<file path="config.mk">
export PLATFORM = sky130hd
export DESIGN_NAME = linear_policy_argmax_with_best_keep
export DESIGN_NICKNAME = d
export VERILOG_FILES = /design/src/rtl/core/lpam_pkg.sv /design/src/rtl/core/linear_policy_argmax_with_best_keep.sv
export SDC_FILE = /design/constraint.sdc
export NUM_CORES = 2
export LEC_CHECK = 0
export ABC_AREA = 0
export BUFFER_PORTS_ARGS = -buffer_cell sky130_fd_sc_hd__buf_2
export CAP_MARGIN = 20
export CORE_MARGIN = 3
export CORE_UTILIZATION = 45
export CTS_BUF_LIST = sky130_fd_sc_hd__clkbuf_4
export DETAILED_ROUTE_END_ITERATION = 6
export GPL_TIMING_DRIVEN = 0
export PLACE_DENSITY = 0.6
export SLEW_MARGIN = 10
export SYNTH_ARGS = -nofsm -noshare
export SYNTH_HDL_FRONTEND = slang
export SYNTH_SLANG_ARGS = --single-unit
</file>
<file path="constraint.sdc">
create_clock -name clk -period 10.1 [get_ports clk]
set_input_delay 1.01 -clock clk [delete_from_list [all_inputs] [get_ports clk]]
set_output_delay 1.01 -clock clk [all_outputs]
set_load 0.02 [all_outputs]
</file>
<file path="src/rtl/core/lpam_pkg.sv">
package lpam_pkg;

    typedef enum logic [2:0] {
        ACT_WR_CUR  = 3'd0,
        ACT_WR_BEST = 3'd1,
        ACT_FT_CUR  = 3'd2,
        ACT_FT_BEST = 3'd3,
        ACT_REWARD  = 3'd4,
        ACT_SET_RET = 3'd5,
        ACT_RESTART = 3'd6,
        ACT_NOP     = 3'd7
    } act_t;

    localparam logic [1:0] CFG_EVAL_EPISODES = 2'd0;
    localparam logic [1:0] CFG_TIE_EPSILON   = 2'd1;
    localparam logic [1:0] CFG_RANDOM_SEED   = 2'd2;

    localparam logic [15:0] LFSR_TAPS = 16'hB400;
    localparam int RET_W = 48;

    typedef struct packed {
        logic [2:0]         action;
        logic [9:0]         slot;
        logic signed [15:0] element;
        logic               last_feature;
        logic signed [31:0] signed_amount;
        logic               terminal;
    } in_item_t;

    typedef struct packed {
        logic [3:0] chosen_action;
        logic       choice_made;
        logic       best_replaced;
        logic       reload_weights;
    } out_item_t;

    typedef enum logic [2:0] {
        ST_IDLE,
        ST_READ,
        ST_MAC,
        ST_COPY,
        ST_CLEAR,
        ST_DONE
    } state_t;

endpackage

</file>
<file path="src/rtl/core/linear_policy_argmax_with_best_keep.sv">
// Linear action scorer with tie-broken argmax and best-weight keeping.
// Input items arrive on in_item with in_valid/in_stall; each yields exactly one
// result item on out_item with out_valid/out_stall. Configuration is written
// through cfg_we, cfg_index and cfg_data; the user must do so only while the
// block is idle, which the block itself does not enforce. Weight writes,
// rewards and other simple items pass the read and done states before their
// result is registered, and the next item is accepted in the cycle after the
// result is taken. A last feature item scores every action: one
// multiply-accumulate per cycle through a single shared multiplier. An
// evaluation end with a new best copies the current table into the best table
// one entry a cycle. After reset both weight tables are cleared by a pass that
// writes zero to one entry a cycle, during which no item is accepted. The best
// return starts at the most negative value, the LFSR at 1. The result is held
// in an output register; while the receiver stalls the block finishes no
// further item, and one item is worked on at a time.
module linear_policy_argmax_with_best_keep
    import lpam_pkg::*;
#(
    parameter int NUM_FEATURES = 8,
    parameter int NUM_ACTIONS  = 4
)
(
    input  logic             clk,
    input  logic             rst_n,
    input  logic             in_valid,
    output logic             in_stall,
    input  in_item_t         in_item,
    output logic             out_valid,
    input  logic             out_stall,
    output out_item_t        out_item,
    input  logic             cfg_we,
    input  logic [1:0]       cfg_index,
    input  logic [15:0]      cfg_data
);

    localparam int TSIZE = NUM_ACTIONS * NUM_FEATURES;
    localparam int TW = (TSIZE > 1) ? $clog2(TSIZE) : 1;
    localparam int FW = (NUM_FEATURES > 1) ? $clog2(NUM_FEATURES) : 1;
    localparam int CW = $clog2(TSIZE + 1);
    localparam logic signed [RET_W-1:0] RET_MAX = {1'b0, {(RET_W-1){1'b1}}};
    localparam logic signed [RET_W-1:0] RET_MIN = {1'b1, {(RET_W-1){1'b0}}};

    logic [15:0] cur_mem [TSIZE];
    logic [15:0] best_mem [TSIZE];
    logic [15:0] feat_reg [NUM_FEATURES];

    logic [15:0] eval_episodes_reg, tie_epsilon_reg, lfsr_reg, lfsr_next;
    logic signed [RET_W-1:0] ep_ret_reg, ep_ret_next, best_ret_reg, best_ret_next;
    logic [15:0] seen_reg, seen_next;

    state_t state_reg, state_next;
    in_item_t item_reg;
    logic [CW-1:0] cnt_reg, cnt_next;
    logic out_valid_reg;
    out_item_t out_reg;
    logic replaced_reg, replaced_next, reload_reg, reload_next;

    logic [15:0] cur_rd_reg, best_rd_reg;
    logic [15:0] feat_rd_reg;
    logic rd_ok_reg;
    logic signed [31:0] prod_reg;
    logic prod_ok_reg, prod_last_reg;
    logic signed [63:0] acc_reg;
    logic signed [63:0] bscore_reg;
    logic [3:0] bidx_reg, act_cnt_reg;
    logic [16:0] ties_reg;

    logic in_acc;
    logic [TW-1:0] rd_addr;
    logic [FW-1:0] col_reg;
    logic feat_we, feat_fwd;
    logic cur_we, best_we;
    logic [TW-1:0] cur_wa, best_wa;
    logic [15:0] cur_wd, best_wd;

    assign in_acc = in_valid && !in_stall;
    assign in_stall = (state_reg != ST_IDLE) || out_valid_reg;
    assign out_valid = out_valid_reg;
    assign out_item = out_reg;
    assign rd_addr = cnt_reg[TW-1:0];
    assign feat_we = state_reg == ST_READ
                     && (item_reg.action == ACT_FT_CUR || item_reg.action == ACT_FT_BEST)
                     && 32'(item_reg.slot) < NUM_FEATURES;
    assign feat_fwd = feat_we && item_reg.slot[FW-1:0] == col_reg;

    always_comb
    begin
        state_next = state_reg;
        unique case (state_reg)
            ST_CLEAR: if (cnt_reg == CW'(TSIZE - 1)) state_next = ST_IDLE;
            ST_IDLE:  if (in_acc) state_next = ST_READ;
            ST_READ:
            begin
                if ((item_reg.action == ACT_FT_CUR || item_reg.action == ACT_FT_BEST)
                    && item_reg.last_feature)
                    state_next = ST_MAC;
                else if (replaced_next)
                    state_next = ST_COPY;
                else
                    state_next = ST_DONE;
            end
            ST_MAC:   if (prod_ok_reg && prod_last_reg && !rd_ok_reg) state_next = ST_DONE;
            ST_COPY:  if (rd_ok_reg && cnt_reg == CW'(TSIZE)) state_next = ST_DONE;
            ST_DONE:  state_next = ST_IDLE;
            default:  state_next = ST_IDLE;
        endcase
    end

    // Reward bookkeeping is evaluated in ST_READ.
    logic signed [RET_W:0] sum_w;
    always_comb
    begin
        ep_ret_next = ep_ret_reg;
        best_ret_next = best_ret_reg;
        seen_next = seen_reg;
        replaced_next = 1'b0;
        reload_next = 1'b0;
        sum_w = {ep_ret_reg[RET_W-1], ep_ret_reg}
              + (RET_W+1)'(signed'(item_reg.signed_amount));
        if (state_reg == ST_READ)
        begin
            unique case (item_reg.action)
                ACT_REWARD:
                begin
                    if (sum_w > (RET_W+1)'(RET_MAX)) ep_ret_next = RET_MAX;
                    else if (sum_w < (RET_W+1)'(RET_MIN)) ep_ret_next = RET_MIN;
                    else ep_ret_next = sum_w[RET_W-1:0];
                    if (item_reg.terminal)
                    begin
                        seen_next = seen_reg + 16'd1;
                        if (seen_next == eval_episodes_reg)
                        begin
                            if (ep_ret_next > best_ret_reg)
                            begin
                                best_ret_next = ep_ret_next;
                                replaced_next = 1'b1;
                            end
                            ep_ret_next = '0;
                            seen_next = '0;
                            reload_next = 1'b1;
                        end
                    end
                end
                ACT_SET_RET: best_ret_next = RET_W'(signed'(item_reg.signed_amount));
                ACT_RESTART:
                begin
                    ep_ret_next = '0;
                    seen_next = '0;
                end
                default: ;
            endcase
        end
    end

    always_comb
    begin
        cur_we = 1'b0;
        best_we = 1'b0;
        cur_wa = item_reg.slot[TW-1:0];
        best_wa = item_reg.slot[TW-1:0];
        cur_wd = item_reg.element;
        best_wd = item_reg.element;
        unique case (state_reg)
            ST_CLEAR:
            begin
                cur_we = 1'b1;
                best_we = 1'b1;
                cur_wa = rd_addr;
                best_wa = rd_addr;
                cur_wd = '0;
                best_wd = '0;
            end
            ST_READ:
            begin
                cur_we = item_reg.action == ACT_WR_CUR && 32'(item_reg.slot) < TSIZE;
                best_we = item_reg.action == ACT_WR_BEST && 32'(item_reg.slot) < TSIZE;
            end
            ST_COPY:
            begin
                best_we = rd_ok_reg;
                best_wa = TW'(cnt_reg - CW'(1));
                best_wd = cur_rd_reg;
            end
            default: ;
        endcase
    end

    always_ff @(posedge clk)
    begin
        if (cur_we) cur_mem[cur_wa] <= cur_wd;
        if (best_we) best_mem[best_wa] <= best_wd;
        cur_rd_reg <= cur_mem[rd_addr];
        best_rd_reg <= best_mem[rd_addr];
        feat_rd_reg <= feat_fwd ? item_reg.element : feat_reg[col_reg];
        if (feat_we)
            feat_reg[item_reg.slot[FW-1:0]] <= item_reg.element;
        if (in_acc) item_reg <= in_item;
        prod_reg <= signed'(feat_rd_reg)
                  * signed'(item_reg.action == ACT_FT_CUR ? cur_rd_reg : best_rd_reg);
    end

    // Scoring: a read in flight, then a product, then accumulate and compare.
    logic signed [63:0] acc_sum, diff, adiff;
    logic [15:0] lfsr_step;
    logic [32:0] draw_prod;
    logic row_end;
    assign acc_sum = acc_reg + 64'(prod_reg);
    assign diff = acc_sum - bscore_reg;
    assign adiff = diff[63] ? -diff : diff;
    assign lfsr_step = lfsr_reg[0] ? ((lfsr_reg >> 1) ^ LFSR_TAPS) : (lfsr_reg >> 1);
    assign draw_prod = 33'(lfsr_step) * 33'(ties_reg + 17'd2);
    assign row_end = prod_ok_reg && (prod_last_reg
                     || (col_reg == FW'(1 % NUM_FEATURES) && rd_ok_reg));

    always_ff @(posedge clk or negedge rst_n)
    begin
        if (!rst_n)
        begin
            state_reg <= ST_CLEAR;
            cnt_reg <= '0;
            col_reg <= '0;
            out_valid_reg <= 1'b0;
            out_reg <= '0;
            eval_episodes_reg <= 16'd1;
            tie_epsilon_reg <= 16'd1;
            lfsr_reg <= 16'd1;
            ep_ret_reg <= '0;
            best_ret_reg <= RET_MIN;
            seen_reg <= '0;
            rd_ok_reg <= 1'b0;
            prod_ok_reg <= 1'b0;
            prod_last_reg <= 1'b0;
            acc_reg <= '0;
            bscore_reg <= '0;
            bidx_reg <= '0;
            act_cnt_reg <= '0;
            ties_reg <= '0;
            replaced_reg <= 1'b0;
            reload_reg <= 1'b0;
        end
        else
        begin
            state_reg <= state_next;
            ep_ret_reg <= ep_ret_next;
            best_ret_reg <= best_ret_next;
            seen_reg <= seen_next;
            lfsr_reg <= lfsr_next;
            if (out_valid_reg && !out_stall) out_valid_reg <= 1'b0;
            if (cfg_we && cfg_index == CFG_EVAL_EPISODES) eval_episodes_reg <= cfg_data;
            if (cfg_we && cfg_index == CFG_TIE_EPSILON) tie_epsilon_reg <= cfg_data;
            rd_ok_reg <= (state_reg == ST_READ && state_next != ST_DONE)
                         || ((state_reg == ST_MAC || state_reg == ST_COPY)
                             && rd_ok_reg && cnt_reg != CW'(TSIZE));
            prod_ok_reg <= rd_ok_reg && state_reg == ST_MAC;
            prod_last_reg <= rd_ok_reg && cnt_reg == CW'(TSIZE);
            unique case (state_reg)
                ST_CLEAR: cnt_reg <= cnt_reg + CW'(1);
                ST_IDLE:
                begin
                    cnt_reg <= '0;
                    col_reg <= '0;
                end
                ST_READ:
                begin
                    replaced_reg <= replaced_next;
                    reload_reg <= reload_next;
                    acc_reg <= '0;
                    act_cnt_reg <= '0;
                    bidx_reg <= '0;
                    ties_reg <= '0;
                    cnt_reg <= (state_next != ST_DONE) ? CW'(1) : '0;
                    col_reg <= (state_next != ST_DONE) ? FW'(1 % NUM_FEATURES) : '0;
                end
                ST_MAC, ST_COPY:
                begin
                    if (rd_ok_reg && cnt_reg != CW'(TSIZE))
                    begin
                        cnt_reg <= cnt_reg + CW'(1);
                        col_reg <= (col_reg == FW'(NUM_FEATURES - 1)) ? '0
                                   : col_reg + FW'(1);
                    end
                    if (state_reg == ST_MAC && prod_ok_reg)
                    begin
                        if (row_end)
                        begin
                            acc_reg <= '0;
                            act_cnt_reg <= act_cnt_reg + 4'd1;
                            if (act_cnt_reg == 4'd0)
                                bscore_reg <= acc_sum;
                            else if (adiff < 64'(tie_epsilon_reg))
                            begin
                                ties_reg <= ties_reg + 17'd1;
                                if (draw_prod < 33'd65536)
                                begin
                                    bscore_reg <= acc_sum;
                                    bidx_reg <= act_cnt_reg;
                                end
                            end
                            else if (acc_sum > bscore_reg)
                            begin
                                bscore_reg <= acc_sum;
                                bidx_reg <= act_cnt_reg;
                                ties_reg <= '0;
                            end
                        end
                        else
                            acc_reg <= acc_sum;
                    end
                end
                ST_DONE:
                begin
                    out_valid_reg <= 1'b1;
                    out_reg.choice_made <= (item_reg.action == ACT_FT_CUR
                        || item_reg.action == ACT_FT_BEST) && item_reg.last_feature;
                    out_reg.chosen_action <= ((item_reg.action == ACT_FT_CUR
                        || item_reg.action == ACT_FT_BEST) && item_reg.last_feature)
                        ? bidx_reg : 4'd0;
                    out_reg.best_replaced <= replaced_reg;
                    out_reg.reload_weights <= reload_reg;
                end
                default: ;
            endcase
        end
    end

    logic tie_step;
    assign tie_step = state_reg == ST_MAC && prod_ok_reg && row_end
                      && act_cnt_reg != 4'd0 && adiff < 64'(tie_epsilon_reg);

    always_comb
    begin
        lfsr_next = lfsr_reg;
        if (cfg_we && cfg_index == CFG_RANDOM_SEED)
            lfsr_next = (cfg_data == 16'd0) ? 16'd1 : cfg_data;
        else if (tie_step)
            lfsr_next = lfsr_step;
    end

    assert property (@(posedge clk) disable iff (!rst_n) lfsr_reg != 16'd0)
        else $error("tie LFSR reached zero");
    assert property (@(posedge clk) disable iff (!rst_n)
        in_acc |=> state_reg == ST_READ)
        else $error("accepted item not started");
    assert property (@(posedge clk) disable iff (!rst_n)
        (out_valid_reg && out_stall) |=> out_valid_reg)
        else $error("stalled result dropped");
    assert property (@(posedge clk) disable iff (!rst_n)
        out_valid_reg |-> state_reg == ST_IDLE)
        else $error("result shown while busy");

endmodule
</file>
### Yosys cells after proc, flatten, opt, wreduce, memory -nomap -nowiden

Memories as Yosys holds them, arrays and structs flattened. A register that Yosys moved wholly into a read port is not among the register bits.
Index checks and enable logic that the tools add are counted.

| storage, ports and cells | value |
|---|---|
| bits in registers | 433 |
| bits of input ports | 86 |
| memories | 3 |
| output and inout port bits | 9 |
| RAM bits | 1152 |
| logic and storage cells | 224 |
| bits in latches | 0 |
| memory bits (read-only) | 0 |

Memory list:

| memory | depth | width | read ports | clocked after Yosys merged registers in | write ports | RTL line | RTL |
|---|---|---|---|---|---|---|---|
| best_mem | 32 | 16 | 1 | 1 | 1 | linear_policy_argmax_with_best_keep.sv:44 | `logic [15:0] best_mem [TSIZE];` |
| cur_mem | 32 | 16 | 1 | 1 | 1 | linear_policy_argmax_with_best_keep.sv:43 | `logic [15:0] cur_mem [TSIZE];` |
| feat_reg | 8 | 16 | 1 | 1 | 1 | linear_policy_argmax_with_best_keep.sv:45 | `logic [15:0] feat_reg [NUM_FEATURES];` |

| operators by class | value |
|---|---|
| mux-type cells | 80 |
| equality and inequality tests | 30 |
| reductions and logical operators | 58 |
| multiply operators | 2 |
| shift-type cells | 0 |
| $add $sub $neg | 11 |
| div/mod/pow operators | 0 |
| $lt $le $gt $ge | 8 |
| bitwise logic cells | 1 |

Operators by type and width:

| operator | count |
|---|---|
| 64-bit two-way mux | 7 |
| 48-bit two-way mux | 9 |
| 48-bit case mux with 2 select lines | 2 |
| 16-bit two-way mux | 8 |
| 64-bit case mux with 2 select lines | 1 |
| 17-bit two-way mux | 5 |
| 64-bit by 32-bit adder with 64-bit output | 1 |
| 64-bit greater-than comparator | 1 |
| 64-bit by 16-bit < comparator with 1-bit output | 1 |
| 64-bit negator | 1 |
| 16-bit case mux with 2 select lines | 2 |
| 64-bit subtractor | 1 |
| 48-bit by 32-bit adder with 49-bit output | 1 |
| 49-bit by 48-bit greater-than comparator with 1-bit output, second input constant | 1 |
| 49-bit by 48-bit < comparator with 1-bit output, second input constant | 1 |
| 48-bit greater-than comparator | 1 |
| 4-bit two-way mux | 9 |
| 17-bit case mux with 2 select lines | 1 |
| 33-bit by 17-bit < comparator with 1-bit output, second input constant | 1 |
| 16-bit by 18-bit multiplier with 33-bit output | 1 |
| 16-bit by 16-bit multiplier with 32-bit output | 1 |
| 1-bit logical AND | 24 |
| 3-bit two-way mux | 8 |
| 6-bit case mux with 4 select lines | 1 |
| other kinds (45) | 101 |

### Depth between registers and ports, before layout

| logic depth | value |
|---|---|
| depth in word-level cells | 18 |
| mapped depth | 47 |
| gate-level depth less buffers | 42 |

### Worst setup path after synthesis

No wires, ideal clock.

| timing | value |
|---|---|
| kind | register -> register |
| from | reg prod_reg[31] |
| to | reg bscore_reg[24] |
| data required time | 9975 ps |
| setup slack | 164 ps |
| path buffers | 5 |
| clock period less this slack | 9936 ps |
| stages on the path, launching flop included | 42 |
| arrival time | 9812 ps |
| library setup time | 125 ps |
| cell sequence | dfxtp_1 ha_1 a21o_1 a21o_1 a21o_1 a21oi_1 nor2b_1 a2111oi_0 o41ai_1 a31o_2 or3b_2 xor2_1 ha_1 clkbuf_1 nand4_1 or3_1 o31ai_1 a21o_1 (+6 left out) xnor2_1 ha_1 a21o_1 a2111oi_0 o21ai_0 o21ai_0 nor3_1 nor3_1 o41ai_1 a311oi_1 o211ai_1 a211oi_1 and4_1 and4_1 nand3_2 a211oi_4 buf_6 mux2_2 |

| between the ends | value |
|---|---|
| word-level cells in the longest chain between the ends | 7 |
| elaborated cells between the ends (all ways) | 11 |
| classes of those cells | add/sub (3); order compare (2); eq/ne (1); mux (3); reduce/logical (2) |

Ends and longest elaborated chain:

| item | RTL line | RTL |
|---|---|---|
| start, declared | linear_policy_argmax_with_best_keep.sv:61 | `logic signed [31:0] prod_reg;` |
| start signal, assigned | linear_policy_argmax_with_best_keep.sv:198 | `prod_reg <= signed'(feat_rd_reg)` |
| 64-bit by 32-bit adder with 64-bit output * | linear_policy_argmax_with_best_keep.sv:207 | `assign acc_sum = acc_reg + 64'(prod_reg);` |
| named net acc_sum[52] | linear_policy_argmax_with_best_keep.sv:203 | `logic signed [63:0] acc_sum, diff, adiff;` |
| 64-bit subtractor | linear_policy_argmax_with_best_keep.sv:208 | `assign diff = acc_sum - bscore_reg;` |
| 64-bit negator | linear_policy_argmax_with_best_keep.sv:209 | `assign adiff = diff[63] ? -diff : diff;` |
| 64-bit two-way mux | linear_policy_argmax_with_best_keep.sv:209 |  |
| 64-bit by 16-bit < comparator with 1-bit output | linear_policy_argmax_with_best_keep.sv:290 | `else if (adiff < 64'(tie_epsilon_reg))` |
| 3-bit by 2-bit != test with 1-bit output (no source line) (tied with other cells) | -- |  |
| 5-bit AND reduction (no source line) or 64-bit two-way mux (tied branches) | -- |  |
| end signal, assigned | linear_policy_argmax_with_best_keep.sv:289 | `bscore_reg <= acc_sum;` |
| end signal, assigned | linear_policy_argmax_with_best_keep.sv:295 | `bscore_reg <= acc_sum;` |
| end signal, assigned | linear_policy_argmax_with_best_keep.sv:301 | `bscore_reg <= acc_sum;` |
| end, declared | linear_policy_argmax_with_best_keep.sv:64 | `logic signed [63:0] bscore_reg;` |

Mark *: on every way through the listed nets, which the timed path passes. The rest lies on a longest branch.
A chain may end at the register's enable or synchronous reset.

### Worst setup path after layout

| timing | value |
|---|---|
| from | reg acc_reg[0] |
| to | reg bscore_reg[31] |

| between the ends | value |
|---|---|
| word-level cells in the longest chain between the ends | 7 |
| elaborated cells between the ends (all ways) | 13 |
| classes of those cells | add/sub (3); order compare (2); eq/ne (1); mux (5); reduce/logical (2) |

Ends and longest elaborated chain:

| item | RTL line | RTL |
|---|---|---|
| start, declared | linear_policy_argmax_with_best_keep.sv:63 | `logic signed [63:0] acc_reg;` |
| start signal, assigned | linear_policy_argmax_with_best_keep.sv:307 | `acc_reg <= acc_sum;` |
| 64-bit by 32-bit adder with 64-bit output * | linear_policy_argmax_with_best_keep.sv:207 |  |
| named net acc_sum[56] | linear_policy_argmax_with_best_keep.sv:203 |  |
| 64-bit subtractor | linear_policy_argmax_with_best_keep.sv:208 |  |
| 64-bit negator | linear_policy_argmax_with_best_keep.sv:209 |  |
| 64-bit two-way mux | linear_policy_argmax_with_best_keep.sv:209 |  |
| 64-bit by 16-bit < comparator with 1-bit output | linear_policy_argmax_with_best_keep.sv:290 |  |
| 3-bit by 2-bit != test with 1-bit output (no source line) (tied with other cells) | -- |  |
| 5-bit AND reduction (no source line) or 64-bit two-way mux (tied branches) | -- |  |

Mark *: on every way through the listed nets, which the timed path passes. The rest lies on a longest branch. The select of a mux whose other input is x is not followed.

==> qor.yml <==
hp-class: "input pin to flip-flop"
cts_root_buf: "clkbuf_4"
ant_nets: 0
start_kind: "flip-flop"
rows: 168
grt-busiest-layer: "met2"
crit_slowest_cell: "dfrtp_1"
met1_usage: 0.322
syn_area_per_cell_um2: 12.6
yosys_warnings: 0
area_delta_synth_final_pct: 14.1
io_buffers: 94
grt_max_degree: 104
final.setup_skew_ns: 0.201
fillCellCount: 18262
fin_tns_setup_ns: 0
cts_max_path_buffers: 4
cts.sinks: 1620
core_area_um2: 210000
grt_pass1_wl_mm: 401
final_cell_mix: "1215 x edfxtp_1, 726 x inv_1, 622 x nand2_1, 622 x clkbuf_4, 484 x fa_1"
final_common_cell: "edfxtp_1"
ys_async_sr_fraction: 0.209
initial_utilization: 0.454
io_pins: 95
ys_seq_area_frac: 0.485
critPathCaptureType: "flip-flop"
drv_cap: 0
wirelength_mm: 262
slew_headroom: 0.188
setup_viol: 0
die_height_um: 466
drtIter0Drc: 5470
placed_cell_area_um2: 101000
critical_path_required_ns: 11.21
clkTransAtPathRegs_ns: 0.07
clock.fmax_mhz: 101
cts_buffers: 430
period_share: 0.979
dp_hpwl_mm: 196
grt_pass1_vias: 66219
dieArea_um2: 217000
fp.dieW_um: 466
synth_seq_cells: 1620
cts_tree: "built"
h-tree-depth: 5
synth.distinct_cells: 110
stdcell_area_um2: 109000
synth_ff_type: "edfxtp_1"
slew_violations: 0
netlist_instances: 7553
nets: 9305
cp_data_arrival_time_ns: 10.99
met3_usage: 0.0343
wl_per_cell_um: 22.9
critPathMaxFanout: 10
slowest_delay_ns: 0.41
synth_area_um2: 95400
hold_violations: 0
worst_hold_slack_ns: 0.237
syn-num-nets: 8554
drt_pass1_iterations: 6
drc: 0
tightestPinTransition_ns: 1.22
rsz0062_at_grt: "true"
status: "finished, final reports clean"
utilization: 0.518
vias: 64844
clk_latency_ns: 1.41
gp_congestion: 0.921
min_period_ns: 9.89
grt.met2_usage: 0.396
layout-drive-gt1-share: 0.199
critPathKind: "flip-flop to flip-flop"
antenna_found_initial: 12
synth_edf_count: 1215
grt.overflow.total: 0
grtUsageTotal: 0.240
vias_per_cell: 5.68
==> path summary, 6_finish.rpt <==
check	cells past startpoint	startpoint	slack, ns	endpoint
max	46	acc_reg[0]	0.21	bscore_reg[31]
min	2	in_valid	0.24	item_reg[2]
max reg2reg	46	acc_reg[0]	0.21	bscore_reg[31]
min reg2reg	0	col_reg[2]	0.47	flip-flop
max in group asynchronous	3	rst_n	8.79	bscore_reg[20]
min in group asynchronous	2	rst_n	0.27	ties_reg[9]
==> layer usage <==
| metal | up-vias | routed length, um | part of all wire |
|---|---|---|---|
| met5 | - | 12 | 0.000046 |
| met4 | 2 | 10000 | 0.038 |
| met3 | 496 | 14400 | 0.055 |
| met2 | 2171 | 127000 | 0.49 |
| met1 | 32948 | 111000 | 0.42 |
| li1 | 29227 | - | - |
==> metrics by stage <==
| step | std cells | setup slack, ns |
|---|---|---|
| floorplan | 7553 | 0.164 |
| global placement | 10452 | -3.78 |
| detailed placement | 10549 | -3.05 |
| CTS | 11385 | 0.0153 |
| global route | 11422 | -0.164 |
| finish | 11424 | 0.213 |
==> kinds of logic (layout without fill, tap and decap cells) <==
| kind of cell | after synthesis | after routing | synth area share |
|---|---|---|---|
| AOI/OAI and AO/OA | 1263 | 1263 | 0.0870 |
| xor gates and xnor gates | 249 | 249 | 0.0229 |
| adders and majority gates | 915 | 915 | 0.158 |
| buffers and inverters | 1033 | 2090 | 0.0414 |
| DFF | 1620 | 1620 | 0.485 |
| muxes | 583 | 583 | 0.110 |
| other | 0 | 9 | 0 |
| and+or+nand+nor | 1890 | 1890 | 0.0952 |
==> critical path: cells and delay by family, from the launching register on <==
| family | cells | cell delay [ns] |
|---|---|---|
| flops | 1 | 0.41 |
| simple gates | 8 | 1.27 |
| fa+ha+maj | 4 | 1.12 |
| mux | 1 | 0.32 |
| compound gates | 26 | 5.38 |
| buf+inv | 4 | 0.68 |
| xor+xnor | 3 | 0.55 |
==> cells in the mapped netlist, drive strengths merged (67+ instances only) <==
cell type,n,area share
clkbuf,254,0.010
and3,91,0.0060
mux4,352,0.083
a21o,138,0.011
dfxtp,67,0.014
a21oi,319,0.017
xnor2,177,0.016
a22o,81,0.0074
inv,726,0.029
nor2,471,0.019
o21ai,318,0.017
nand3,87,0.0046
nand2b,69,0.0045
dfrtp,333,0.087
nand2,622,0.024
nor2b,71,0.0047
and2,130,0.0085
fa,485,0.10
edfxtp,1215,0.38
xor2,72,0.0067
mux2,174,0.021
nor3,93,0.0049
nand4,77,0.0051
ha,430,0.056
==> repair_timing <==
item | 4_1_cts | 5_1_grt
endpoints found under the hold margin | 168 | 0
buffers inserted | 19 | 21
pin swaps | 17 | 30
setup endpoints to repair | 104 | 152
resized for setup | 93 | 173
hold buffers | 84 | 0
cloned | 0 | 5
==> layout make-up <==
type	count	area, um^2	share of cell area
plain buffers	295	1310	0.0121
repair buffers	330	3450	0.0317
multi-input cells	4900	46300	0.426
well taps	2805	3510	0.0322
diodes	9	22.5	0.000207
inverters	727	2730	0.0251
clock buffers	619	4650	0.0427
clock inverters	119	541	0.00497
flip-flops and latches	1620	46300	0.425
Power is not shown: default switching activity piles up to over one toggle a cycle in this logic, so the estimate is an artifact.
